==> src/rtl/core/ulm_pkg.sv <==
package ulm_pkg;

  localparam int unsigned FIFO_DEPTH = 256;
  localparam int unsigned PTR_W = $clog2(FIFO_DEPTH);
  localparam int unsigned CNT_W = PTR_W + 1;

  localparam int unsigned GUARD_W = 16;
  localparam int unsigned DEB_W = 4;
  localparam int unsigned CFG_IDX_W = 1;
  localparam int unsigned CFG_DATA_W = 16;

  localparam logic [GUARD_W-1:0] GUARD_RESET = 16'd500;
  localparam logic [DEB_W-1:0] DEB_RESET = 4'd3;
  localparam logic [GUARD_W-1:0] QUIET_MAX = 16'hFFFF;

  typedef enum logic [2:0] {
    REQ_TICK   = 3'd0,
    REQ_SAMPLE = 3'd1,
    REQ_BYTE   = 3'd2,
    REQ_POP    = 3'd3,
    REQ_TX     = 3'd4
  } req_e;

  typedef enum logic [1:0] {
    EV_NONE = 2'd0,
    EV_CONN = 2'd1,
    EV_DISC = 2'd2
  } event_e;

  typedef enum logic [CFG_IDX_W-1:0] {
    CFG_GUARD    = 1'd0,
    CFG_DEBOUNCE = 1'd1
  } cfg_idx_e;

  typedef struct packed {
    logic                step;
    logic [2:0]          req;
    logic                level;
    logic [GUARD_W-1:0]  guard;
    logic [DEB_W-1:0]    debounce;
  } link_req_t;

  typedef struct packed {
    logic   active;
    logic   link_up;
    event_e link_event;
  } link_stat_t;

  function automatic logic [PTR_W-1:0] ptr_next(input logic [PTR_W-1:0] p);
    ptr_next = (p == PTR_W'(FIFO_DEPTH - 1)) ? '0 : p + PTR_W'(1);
  endfunction

  function automatic logic [CNT_W-1:0] fifo_level(input logic [PTR_W-1:0] wr,
                                                  input logic [PTR_W-1:0] rd);
    if (wr >= rd) begin
      fifo_level = CNT_W'(wr) - CNT_W'(rd);
    end else begin
      fifo_level = CNT_W'(FIFO_DEPTH) - CNT_W'(rd) + CNT_W'(wr);
    end
  endfunction

endpackage

==> src/rtl/core/ulm_if.sv <==
interface ulm_in_if;
  logic       valid;
  logic       ready;
  logic [2:0] req_type;
  logic [7:0] rx_byte;
  logic       line_level;

  modport source (output valid, output req_type, output rx_byte, output line_level,
                  input ready);
  modport sink (input valid, input req_type, input rx_byte, input line_level,
                output ready);
endinterface

interface ulm_out_if;
  logic       valid;
  logic       ready;
  logic       link_up;
  logic [1:0] link_event;
  logic       pop_valid;
  logic [7:0] pop_byte;
  logic [7:0] fifo_count;
  logic       byte_dropped;

  modport source (output valid, output link_up, output link_event, output pop_valid,
                  output pop_byte, output fifo_count, output byte_dropped,
                  input ready);
  modport sink (input valid, input link_up, input link_event, input pop_valid,
                input pop_byte, input fifo_count, input byte_dropped,
                output ready);
endinterface

==> src/rtl/core/uart_link_monitor_rx_fifo.sv <==
// throughput: one item per cycle while the result side keeps taking transfers
// an input register and a result register bound one pass of counter and pointer logic
// reset clears the link state, quiet timer, debounce counters and buffer pointers,
// and loads guard_ms 500 and debounce_count 3; buffer contents stay undefined
module uart_link_monitor_rx_fifo (
  input  logic                             clk_i,
  input  logic                             rst_ni,
  input  logic                             cfg_we_i,
  input  logic [ulm_pkg::CFG_IDX_W-1:0]    cfg_idx_i,
  input  logic [ulm_pkg::CFG_DATA_W-1:0]   cfg_wdata_i,
  ulm_in_if.sink                           in_ch,
  ulm_out_if.source                        out_ch
);

  logic [ulm_pkg::GUARD_W-1:0] guard_q;
  logic [ulm_pkg::DEB_W-1:0]   deb_q;

  logic                        v1_q;
  logic [2:0]                  req1_q;
  logic [7:0]                  byte1_q;
  logic                        lvl1_q;

  logic                        v2_q;
  logic                        link_up_q;
  ulm_pkg::event_e             event_q;
  logic                        pvalid_q;
  logic [7:0]                  rdata_q;
  logic [7:0]                  count_q;
  logic                        dropped_q;

  logic [ulm_pkg::PTR_W-1:0]   wr_q, wr_d, rd_q, rd_d;
  logic [7:0]                  mem [ulm_pkg::FIFO_DEPTH];

  logic                        adv2, adv1, in_xfer;
  logic                        do_write, do_pop, dropped_d;
  ulm_pkg::link_req_t          link_req;
  ulm_pkg::link_stat_t         link_stat;

  assign adv2    = !v2_q || out_ch.ready;
  assign adv1    = v1_q && adv2;
  assign in_xfer = in_ch.valid && in_ch.ready;
  assign in_ch.ready = !v1_q || adv2;

  always_ff @(posedge clk_i or negedge rst_ni) begin
    if (!rst_ni) begin
      guard_q <= ulm_pkg::GUARD_RESET;
      deb_q   <= ulm_pkg::DEB_RESET;
    end else if (cfg_we_i) begin
      case (cfg_idx_i)
        ulm_pkg::CFG_GUARD:    guard_q <= cfg_wdata_i[ulm_pkg::GUARD_W-1:0];
        ulm_pkg::CFG_DEBOUNCE: deb_q   <= cfg_wdata_i[ulm_pkg::DEB_W-1:0];
        default: begin
        end
      endcase
    end
  end

  assign link_req.step     = adv1;
  assign link_req.req      = req1_q;
  assign link_req.level    = lvl1_q;
  assign link_req.guard    = guard_q;
  assign link_req.debounce = deb_q;

  ulm_link u_link (
    .clk_i  (clk_i),
    .rst_ni (rst_ni),
    .req_i  (link_req),
    .stat_o (link_stat)
  );

  always_comb begin
    wr_d      = wr_q;
    rd_d      = rd_q;
    do_write  = 1'b0;
    do_pop    = 1'b0;
    dropped_d = 1'b0;
    case (req1_q)
      ulm_pkg::REQ_BYTE: begin
        if (link_stat.active && ulm_pkg::ptr_next(wr_q) != rd_q) begin
          do_write = 1'b1;
          wr_d     = ulm_pkg::ptr_next(wr_q);
        end else begin
          dropped_d = 1'b1;
        end
      end
      ulm_pkg::REQ_POP: begin
        if (rd_q != wr_q) begin
          do_pop = 1'b1;
          rd_d   = ulm_pkg::ptr_next(rd_q);
        end
      end
      default: begin
      end
    endcase
  end

  always_ff @(posedge clk_i or negedge rst_ni) begin
    if (!rst_ni) begin
      v1_q <= 1'b0;
      v2_q <= 1'b0;
      wr_q <= '0;
      rd_q <= '0;
    end else begin
      if (in_xfer) begin
        v1_q <= 1'b1;
      end else if (adv1) begin
        v1_q <= 1'b0;
      end
      if (adv2) v2_q <= adv1;
      if (adv1) begin
        wr_q <= wr_d;
        rd_q <= rd_d;
      end
    end
  end

  always_ff @(posedge clk_i) begin
    if (in_xfer) begin
      req1_q  <= in_ch.req_type;
      byte1_q <= in_ch.rx_byte;
      lvl1_q  <= in_ch.line_level;
    end
    if (adv1) begin
      link_up_q <= link_stat.link_up;
      event_q   <= link_stat.link_event;
      pvalid_q  <= do_pop;
      count_q   <= 8'(ulm_pkg::fifo_level(wr_d, rd_d));
      dropped_q <= dropped_d;
    end
  end

  always_ff @(posedge clk_i) begin
    if (adv1 && do_write) mem[wr_q] <= byte1_q;
    if (adv1 && do_pop) rdata_q <= mem[rd_q];
  end

  assign out_ch.valid        = v2_q;
  assign out_ch.link_up      = link_up_q;
  assign out_ch.link_event   = event_q;
  assign out_ch.pop_valid    = pvalid_q;
  assign out_ch.pop_byte     = pvalid_q ? rdata_q : 8'd0;
  assign out_ch.fifo_count   = count_q;
  assign out_ch.byte_dropped = dropped_q;

endmodule

==> src/rtl/core/ulm_link.sv <==
module ulm_link (
  input  logic               clk_i,
  input  logic               rst_ni,
  input  ulm_pkg::link_req_t req_i,
  output ulm_pkg::link_stat_t stat_o
);

  logic                        active_q, active_d;
  logic [ulm_pkg::GUARD_W-1:0] quiet_q, quiet_d;
  logic [ulm_pkg::DEB_W-1:0]   low_q, low_d;
  logic [ulm_pkg::DEB_W-1:0]   high_q, high_d;
  logic [ulm_pkg::DEB_W-1:0]   low_inc, high_inc;
  ulm_pkg::event_e             event_d;

  assign low_inc  = low_q + ulm_pkg::DEB_W'(1);
  assign high_inc = high_q + ulm_pkg::DEB_W'(1);

  always_comb begin
    active_d = active_q;
    quiet_d  = quiet_q;
    low_d    = low_q;
    high_d   = high_q;
    event_d  = ulm_pkg::EV_NONE;
    case (req_i.req)
      ulm_pkg::REQ_TICK: begin
        if (quiet_q != ulm_pkg::QUIET_MAX) quiet_d = quiet_q + ulm_pkg::GUARD_W'(1);
      end
      ulm_pkg::REQ_SAMPLE: begin
        if (active_q) begin
          if (quiet_q < req_i.guard || req_i.level) begin
            low_d = '0;
          end else if (low_inc >= req_i.debounce) begin
            low_d    = '0;
            active_d = 1'b0;
            event_d  = ulm_pkg::EV_DISC;
          end else begin
            low_d = low_inc;
          end
        end else if (req_i.level) begin
          if (high_inc >= req_i.debounce) begin
            high_d   = '0;
            low_d    = '0;
            quiet_d  = '0;
            active_d = 1'b1;
            event_d  = ulm_pkg::EV_CONN;
          end else begin
            high_d = high_inc;
          end
        end else begin
          high_d = '0;
        end
      end
      ulm_pkg::REQ_BYTE, ulm_pkg::REQ_TX: begin
        if (active_q) quiet_d = '0;
      end
      default: begin
      end
    endcase
  end

  always_ff @(posedge clk_i or negedge rst_ni) begin
    if (!rst_ni) begin
      active_q <= 1'b0;
      quiet_q  <= '0;
      low_q    <= '0;
      high_q   <= '0;
    end else if (req_i.step) begin
      active_q <= active_d;
      quiet_q  <= quiet_d;
      low_q    <= low_d;
      high_q   <= high_d;
    end
  end

  assign stat_o.active     = active_q;
  assign stat_o.link_up    = active_d;
  assign stat_o.link_event = event_d;

endmodule
==> src/flat_wrapper.sv <==
// flat-port wrapper written by rule: the top's interface ports become plain ports
module uart_link_monitor_rx_fifo_flat 
  (clk_i, rst_ni, cfg_we_i, cfg_idx_i, cfg_wdata_i, in_ch_valid, in_ch_req_type, in_ch_rx_byte, in_ch_line_level, in_ch_ready, out_ch_valid, out_ch_link_up, out_ch_link_event, out_ch_pop_valid, out_ch_pop_byte, out_ch_fifo_count, out_ch_byte_dropped, out_ch_ready);
  ulm_in_if in_ch_i ();
  ulm_out_if out_ch_i ();
  input  logic clk_i;
  input  logic rst_ni;
  input  logic cfg_we_i;
  input  logic [ulm_pkg::CFG_IDX_W-1:0] cfg_idx_i;
  input  logic [ulm_pkg::CFG_DATA_W-1:0] cfg_wdata_i;
  input wire logic [$bits(in_ch_i.valid)-1:0] in_ch_valid;
  input wire logic [$bits(in_ch_i.req_type)-1:0] in_ch_req_type;
  input wire logic [$bits(in_ch_i.rx_byte)-1:0] in_ch_rx_byte;
  input wire logic [$bits(in_ch_i.line_level)-1:0] in_ch_line_level;
  output wire logic [$bits(in_ch_i.ready)-1:0] in_ch_ready;
  output wire logic [$bits(out_ch_i.valid)-1:0] out_ch_valid;
  output wire logic [$bits(out_ch_i.link_up)-1:0] out_ch_link_up;
  output wire logic [$bits(out_ch_i.link_event)-1:0] out_ch_link_event;
  output wire logic [$bits(out_ch_i.pop_valid)-1:0] out_ch_pop_valid;
  output wire logic [$bits(out_ch_i.pop_byte)-1:0] out_ch_pop_byte;
  output wire logic [$bits(out_ch_i.fifo_count)-1:0] out_ch_fifo_count;
  output wire logic [$bits(out_ch_i.byte_dropped)-1:0] out_ch_byte_dropped;
  input wire logic [$bits(out_ch_i.ready)-1:0] out_ch_ready;
  assign in_ch_i.valid = in_ch_valid;
  assign in_ch_i.req_type = in_ch_req_type;
  assign in_ch_i.rx_byte = in_ch_rx_byte;
  assign in_ch_i.line_level = in_ch_line_level;
  assign in_ch_ready = in_ch_i.ready;
  assign out_ch_valid = out_ch_i.valid;
  assign out_ch_link_up = out_ch_i.link_up;
  assign out_ch_link_event = out_ch_i.link_event;
  assign out_ch_pop_valid = out_ch_i.pop_valid;
  assign out_ch_pop_byte = out_ch_i.pop_byte;
  assign out_ch_fifo_count = out_ch_i.fifo_count;
  assign out_ch_byte_dropped = out_ch_i.byte_dropped;
  assign out_ch_i.ready = out_ch_ready;
  uart_link_monitor_rx_fifo u_core (.clk_i(clk_i), .rst_ni(rst_ni), .cfg_we_i(cfg_we_i), .cfg_idx_i(cfg_idx_i), .cfg_wdata_i(cfg_wdata_i), .in_ch(in_ch_i), .out_ch(out_ch_i));
endmodule
==> config.mk <==
export PLATFORM = sky130hd
export DESIGN_NAME = uart_link_monitor_rx_fifo_flat
export DESIGN_NICKNAME = d
export VERILOG_FILES = /design/src/rtl/core/ulm_pkg.sv /design/src/rtl/core/ulm_if.sv /design/src/rtl/core/uart_link_monitor_rx_fifo.sv /design/src/rtl/core/ulm_link.sv /design/src/flat_wrapper.sv
export SDC_FILE = /design/constraint.sdc
export NUM_CORES = 2
export LEC_CHECK = 0
export BUFFER_PORTS_ARGS = -buffer_cell sky130_fd_sc_hd__buf_2
export CAP_MARGIN = 20
export CORE_MARGIN = 2
export CORE_UTILIZATION = 66
export CTS_CLUSTER_SIZE = 20
export DETAILED_ROUTE_END_ITERATION = 10
export GPL_TIMING_DRIVEN = 0
export PLACE_DENSITY_LB_ADDON = 0.05
export REMOVE_ABC_BUFFERS = 1
export SYNTH_ARGS = -nofsm -noshare
export SYNTH_HDL_FRONTEND = slang
export SYNTH_SLANG_ARGS = --single-unit
export TNS_END_PERCENT = 100
==> constraint.sdc <==
create_clock -name clk_i -period 12.8 [get_ports clk_i]
set_input_delay 3.84 -clock clk_i [delete_from_list [all_inputs] [get_ports clk_i]]
set_output_delay 3.84 -clock clk_i [all_outputs]
set_load 0.02 [all_outputs]
==> Yosys cells after proc, flatten, opt, wreduce, memory -nomap -nowiden <==
Memory sizes are Yosys's and may differ from the RTL's. A register that Yosys moved wholly into a read port is not among the register bits.
Index checks and enable logic that the tools add are counted.
{ "op_classes": {"addsub": 8, "n_lt_le_gt_ge": 4, "eq_ne": 14, "mux": 41, "bitwise": 2, "reduce_logical": 21} }
{ "ops": {"columns": ["cell", "count"], "rows": [
  ["2-to-1 mux 16 bit", 5],
  ["2-to-1 mux 8 bit", 8],
  ["case mux 16 bit (3 select lines)", 1],
  ["2-to-1 mux 4 bit", 7],
  ["2-to-1 mux 1 bit", 17],
  ["adder 16 x 1 -> 16 bit, second input constant", 1],
  ["adder 8 x 1 -> 8 bit, second input constant", 2],
  ["equality test 8 bit, second input constant", 2],
  ["less-than comparator 16 bit", 1],
  ["inequality test 16 bit, second input constant", 1],
  ["inequality test 8 bit", 2],
  ["adder 4 x 1 -> 4 bit, second input constant", 2],
  ["adder 8 bit", 1],
  [">= comparator 4 bit", 2],
  [">= comparator 8 bit", 1],
  ["inequality test 2 bit, second input constant", 4],
  ["subtractor 1 x 8 -> 8 bit, first input constant", 1],
  ["subtractor 8 bit", 1],
  ["AND reduction 7 bit", 1],
  ["equality test 3 x 2 -> 1 bit, second input constant", 2],
  ["2-to-1 mux 2 bit", 3],
  ["nonzero test 2 bit", 3],
  ["logical AND 1 bit", 5],
  ["AND reduction 2 bit", 2],
  ["other kinds (11)", 15]
]} }
{ "word_totals": {"register_bits": 88, "ram_bits": 2048, "word_cells": 109, "n_memories": 1} }
{ "mem_list": {"columns": ["memory", "depth", "word_bits", "rd", "rd_clocked_by_memory_dff", "write_ports", "line_no", "source"], "rows": [
  ["u_core.mem", 256, 8, 1, 1, 1, "uart_link_monitor_rx_fifo.sv:32", "logic [7:0] mem [ulm_pkg::FIFO_DEPTH];"]
]} }

==> Logic depth before layout (Yosys ltp) <==
{ "logic_depth": {"word_depth": 9, "ltp_mapped": 21} }

==> Cells and area by module <==
From an unflattened synthesis, not the netlist that was laid out.
{ "unflattened": {"cells_unflattened": 3839, "area_unflattened_um2": 84763.8} }
{ "by_module_without_submodules": {"columns": ["mod", "instances", "cells_per_inst", "area_each_um2", "seq_area_each_um2"], "rows": [
  ["uart_link_monitor_rx_fifo", 1, 3604, 82710.6, 63450.9],
  ["ulm_link", 1, 235, 2053.2, 625.6]
]} }

==> Worst setup path after synthesis <==
Ideal clock, no wire load.
{ "synth_timing": {"path_type": "input port to output port", "startpoint": "in out_ch_ready", "endpoint": "out in_ch_ready", "t_arrival_ns": 4.118, "t_required_ns": 8.960, "slack_ns": 4.842, "path_stages": 1, "path_buffers": 0, "path_cell_list": "nand3b_1"} }
{ "synth_between": {"elab_chain_len": 2} }
{ "synth_rtl": {"columns": ["element", "line_no", "source"], "rows": [
  ["from (decl)", "flat_wrapper.sv:23", "input wire logic [$bits(out_ch_i.ready)-1:0] out_ch_ready;"],
  ["logical OR 1 bit", "uart_link_monitor_rx_fifo.sv:39", "assign adv2 = !v2_q || out_ch.ready;"],
  ["logical OR 1 bit", "uart_link_monitor_rx_fifo.sv:42", "assign in_ch.ready = !v1_q || adv2;"],
  ["to (decl)", "flat_wrapper.sv:15", "output wire logic [$bits(in_ch_i.ready)-1:0] in_ch_ready;"]
]} }
Every way passes these cells.

==> Final worst setup path <==
Ends and elaborated chain as after synthesis.

==> results.yml <==
synth:
  yosysWarnings: 0
  syn_area_um2: 84300
  yosysSeqAreaShare_pct: 76.0
  synth_most_common_cell: "edfxtp_1"
  yosys_register_bits: 2144
  yosys_most_used_dff: "edfxtp_1"
  synthDominantAreaCellType: "edfxtp_1"
  synth_top_area_share_pct: 74.1
  synth.avg_cell_area_um2: 22.3
  ys_top_cells_by_area: "edfxtp_1 (74%), mux4_2 (18%), dfrtp_1 (1.6%)"
  syn_inst: 3775
  synth_edf_count: 2081
  synth_cell_types: 61
  synth_common_cells: "edfxtp_1 (2,081), mux4_2 (680), nor2_1 (288)"
  synthArstFlopShare_pct: 2.94
cells_and_area:
  fin_nets: 4018
  fill_cells: 6601
  layout-drive-gt1-share_pct: 29.0
  instances_no_fill: 5782
  area_delta_synth_final_pct: 13.7
  final_core_util_pct: 75.4
pwr:
  vdd_ir_drop_max_mv: 0.171
  powerDensity_nw_per_um2: 197
  seq_power_share_pct: 42.1
  switching_power_w: 0.00516
  p_int_w: 0.0137
  pwr-share-clk_pct: 32.3
  power.leakage_nw: 30.1
  swShare_pct: 27.4
  pwr-share-comb_pct: 25.6
setup_path:
  crit_path_start_kind: "input pin"
  critPathMaxFanout: 3
  regToRegStartpoint: "u_core.wr_q[0]"
  ff2ff_path_depth: 11
  slowest_delay_ns: 0.18
  startpoint: "out_ch_ready"
  crit_chain: "buf_2 > nand3b_1 > buf_2"
  cp.arrival_ns: 4.31
  cp_common_cell: "buf_2"
  critPathKind: "in2out"
  cp_slowest_cell: "nand3b_1"
  cp_top_family: "buffers and inverters"
  critPathRequiredTime_ns: 8.96
  critPathBufInv: 2
  r2r_slack_ns: 6.01
  r2r_end: "u_core.mem[120][3]"
  endpoint_kind: "output pin"
routing:
  avgRoutedWirePerCell_um: 33.8
  dr.pass1.iters: 6
  first_iter_violations: 5826
  totalWireLength_mm: 195
  ant_nets: 0
  vias_per_cell: 6.99
  vias: 40400
  drc: 0
sta:
  rsz0062_at_grt: "no"
  setup_tns_ns: 0
  drv_slew: 0
  finalSetupViolations: 0
  worstMarginPinSlew_ns: 1.18
  fmax_mhz: 123
  finalClockSkew_ns: 0.0358
  fin_hold_ws_ns: 0.515
  fin_crit_ns: 8.15
  relSlewSlack_pct: 21.0
  finalHoldViolCount: 0
  finalCritPeriodShare_pct: 63.7
clock_network:
  cts_root_buf: "clkbuf_16"
  clock_sinks: 2144
  post_cts_buffers: 0
  cts_buffer_depth: 3
  cts_tree: "built"
  clk_pin_slew_ns: 0.06
  cts-resized-gates: 0
  htreeDepth: 4
  holdBufCountCts: 0
  clock_latency_ns: 0.83
  cts_buffers: 204
min_path:
  holdCritPathClass: "reg2reg"
  min_to: "u_core.guard_q[8]"
  hold_depth: 2
  min-delay-start: "u_core.guard_q[8]"
die:
  dieHeight_um: 361
  ios: 57
  start_util_pct: 66.3
  fp.dieW_um: 361
  num_rows: 131
  dieArea_um2: 131000
  core_area_um2: 127000
global_route:
  grt-ovfl-total: 0
  grt_max_degree: 69
  first_global_vias: 41100
  antenna_found_initial: 7
  track_usage_pct: 30.7
  grt_pass1_wl_mm: 286
place:
  dp.cells: 5402
  routabilityCongestion: 0.852
  io_buffers: 56
  dpl.hpwl_mm: 123
flow_run:
  drv_cap: 0
outcome:
  outcome: "complete, no violations"
==> how the worst max path moves through the flow <==
| stage | to | slack (ns) | cells after the start |
|---|---|---|---|
| floorplan | u_core.out_ch.fifo_count[7] | -10.77 | 15 |
| global placement | u_core.out_ch.fifo_count[7] | -18.60 | 15 |
| detailed placement | u_core.mem[115][1] | 4.34 | 8 |
| CTS | in_ch_ready | 4.66 | 3 |
| global route | in_ch_ready | 4.63 | 3 |
| finish | in_ch_ready | 4.65 | 3 |
==> tightest hold or removal path, cell delays in order, from the launching register on <==
cell	delay [ns]
dfstp_2	0.36
inv_1	0.06
o21ai_0	0.08
==> state kept, by name, summed over array words and instances (netlist names) <==
| name | count |
|---|---|
| u_core.byte1_q | 8 |
| u_core.deb_q | 4 |
| u_core.guard_q | 16 |
| u_core.lvl1_q | 1 |
| u_core.mem | 2048 |
| u_core.out_ch.byte_dropped | 1 |
| u_core.out_ch.fifo_count | 8 |
| u_core.out_ch.link_event | 2 |
| u_core.out_ch.link_up | 1 |
| u_core.out_ch.pop_valid | 1 |
| u_core.out_ch.valid | 1 |
| u_core.rd_q | 8 |
| u_core.rdata_q | 8 |
| u_core.req1_q | 3 |
| u_core.u_link.active_q | 1 |
| u_core.u_link.high_q | 4 |
| u_core.u_link.low_q | 4 |
| u_core.u_link.quiet_q | 16 |
| u_core.v1_q | 1 |
| u_core.wr_q | 8 |
==> layout by cell type (no fill, tap or decap), types with 6 or more instances in the layout <==
| master | n |
|---|---|
| bufinv_16 | 26 |
| xor2_1 | 19 |
| nor2_1 | 288 |
| nand3_1 | 22 |
| edfxtp_1 | 2081 |
| nand2b_1 | 9 |
| nand4_1 | 6 |
| dfstp_2 | 8 |
| nor3_1 | 7 |
| and2_1 | 13 |
| o21ai_0 | 58 |
| dfrtp_1 | 49 |
| xnor2_1 | 16 |
| clkinv_1 | 38 |
| clkinvlp_4 | 10 |
| and3_1 | 17 |
| clkbuf_1 | 53 |
| mux4_2 | 680 |
| nand2_1 | 69 |
| a31oi_1 | 9 |
| buf_16 | 110 |
| a21oi_1 | 22 |
| clkbuf_16 | 213 |
| inv_1 | 32 |
| mux2_2 | 11 |
| nor2b_1 | 10 |
| a21o_1 | 12 |
| buf_12 | 9 |
| nand2_2 | 12 |
| ha_1 | 38 |
| buf_2 | 56 |
| clkinv_2 | 31 |
==> power groups by stage <==
stage	sequential [W]	combinational [W]	clock [W]
finish	0.00795	0.00483	0.00610
detailed placement	0.00809	0.00481	0
global placement	0.00872	0.00464	0
global route	0.00796	0.00503	0.00640
CTS	0.00795	0.00487	0.00615
floorplan	0.00858	0.00432	0
==> through the flow <==
step | instance area [um2] | total power [W] | setup slack, ns
global route | 95800 | 0.0194 | 4.63
detailed placement | 89100 | 0.0129 | 4.34
finish | 95900 | 0.0189 | 4.65
floorplan | 83400 | 0.0129 | -10.77
CTS | 95800 | 0.0190 | 4.66
global placement | 85700 | 0.0134 | -18.60
==> routing by layer <==
layer | up-vias | part of all wire [%] | track usage [%]
li1 | 16200 | - | -
met4 | 12 | 2.5 | 8.29
met1 | 21500 | 38 | 45.4
met2 | 2398 | 49 | 48.5
met5 | - | 0.040 | 0
met3 | 278 | 9.9 | 6.10
==> final cells by class <==
cell class	instances	area, um2	area share, %
antenna	2	5.00	0.00522
clock buffer	266	5530	5.77
clock inverter	112	1230	1.28
inverter	32	120	0.125
multi-input combinational	1384	19200	20.1
sequential	2144	64100	66.9
tap	1662	2080	2.17
timing repair buffer	180	3560	3.72
==> logic make-up (layout without fill, tap and decap cells) <==
kind of cell,count (synthesis),count (layout),synth area share (%)
AO/OA/AOI/OAI,136,136,1.01
XOR/XNOR,35,35,0.364
adder cells (fa/ha/maj),39,39,0.576
buffers and inverters,247,590,1.23
flip-flops,2144,2144,76.0
multiplexers,693,693,18.3
other,0,2,0
AND/OR/NAND/NOR,481,481,2.46
No activity file was read; power rests on OpenSTA's default activity.
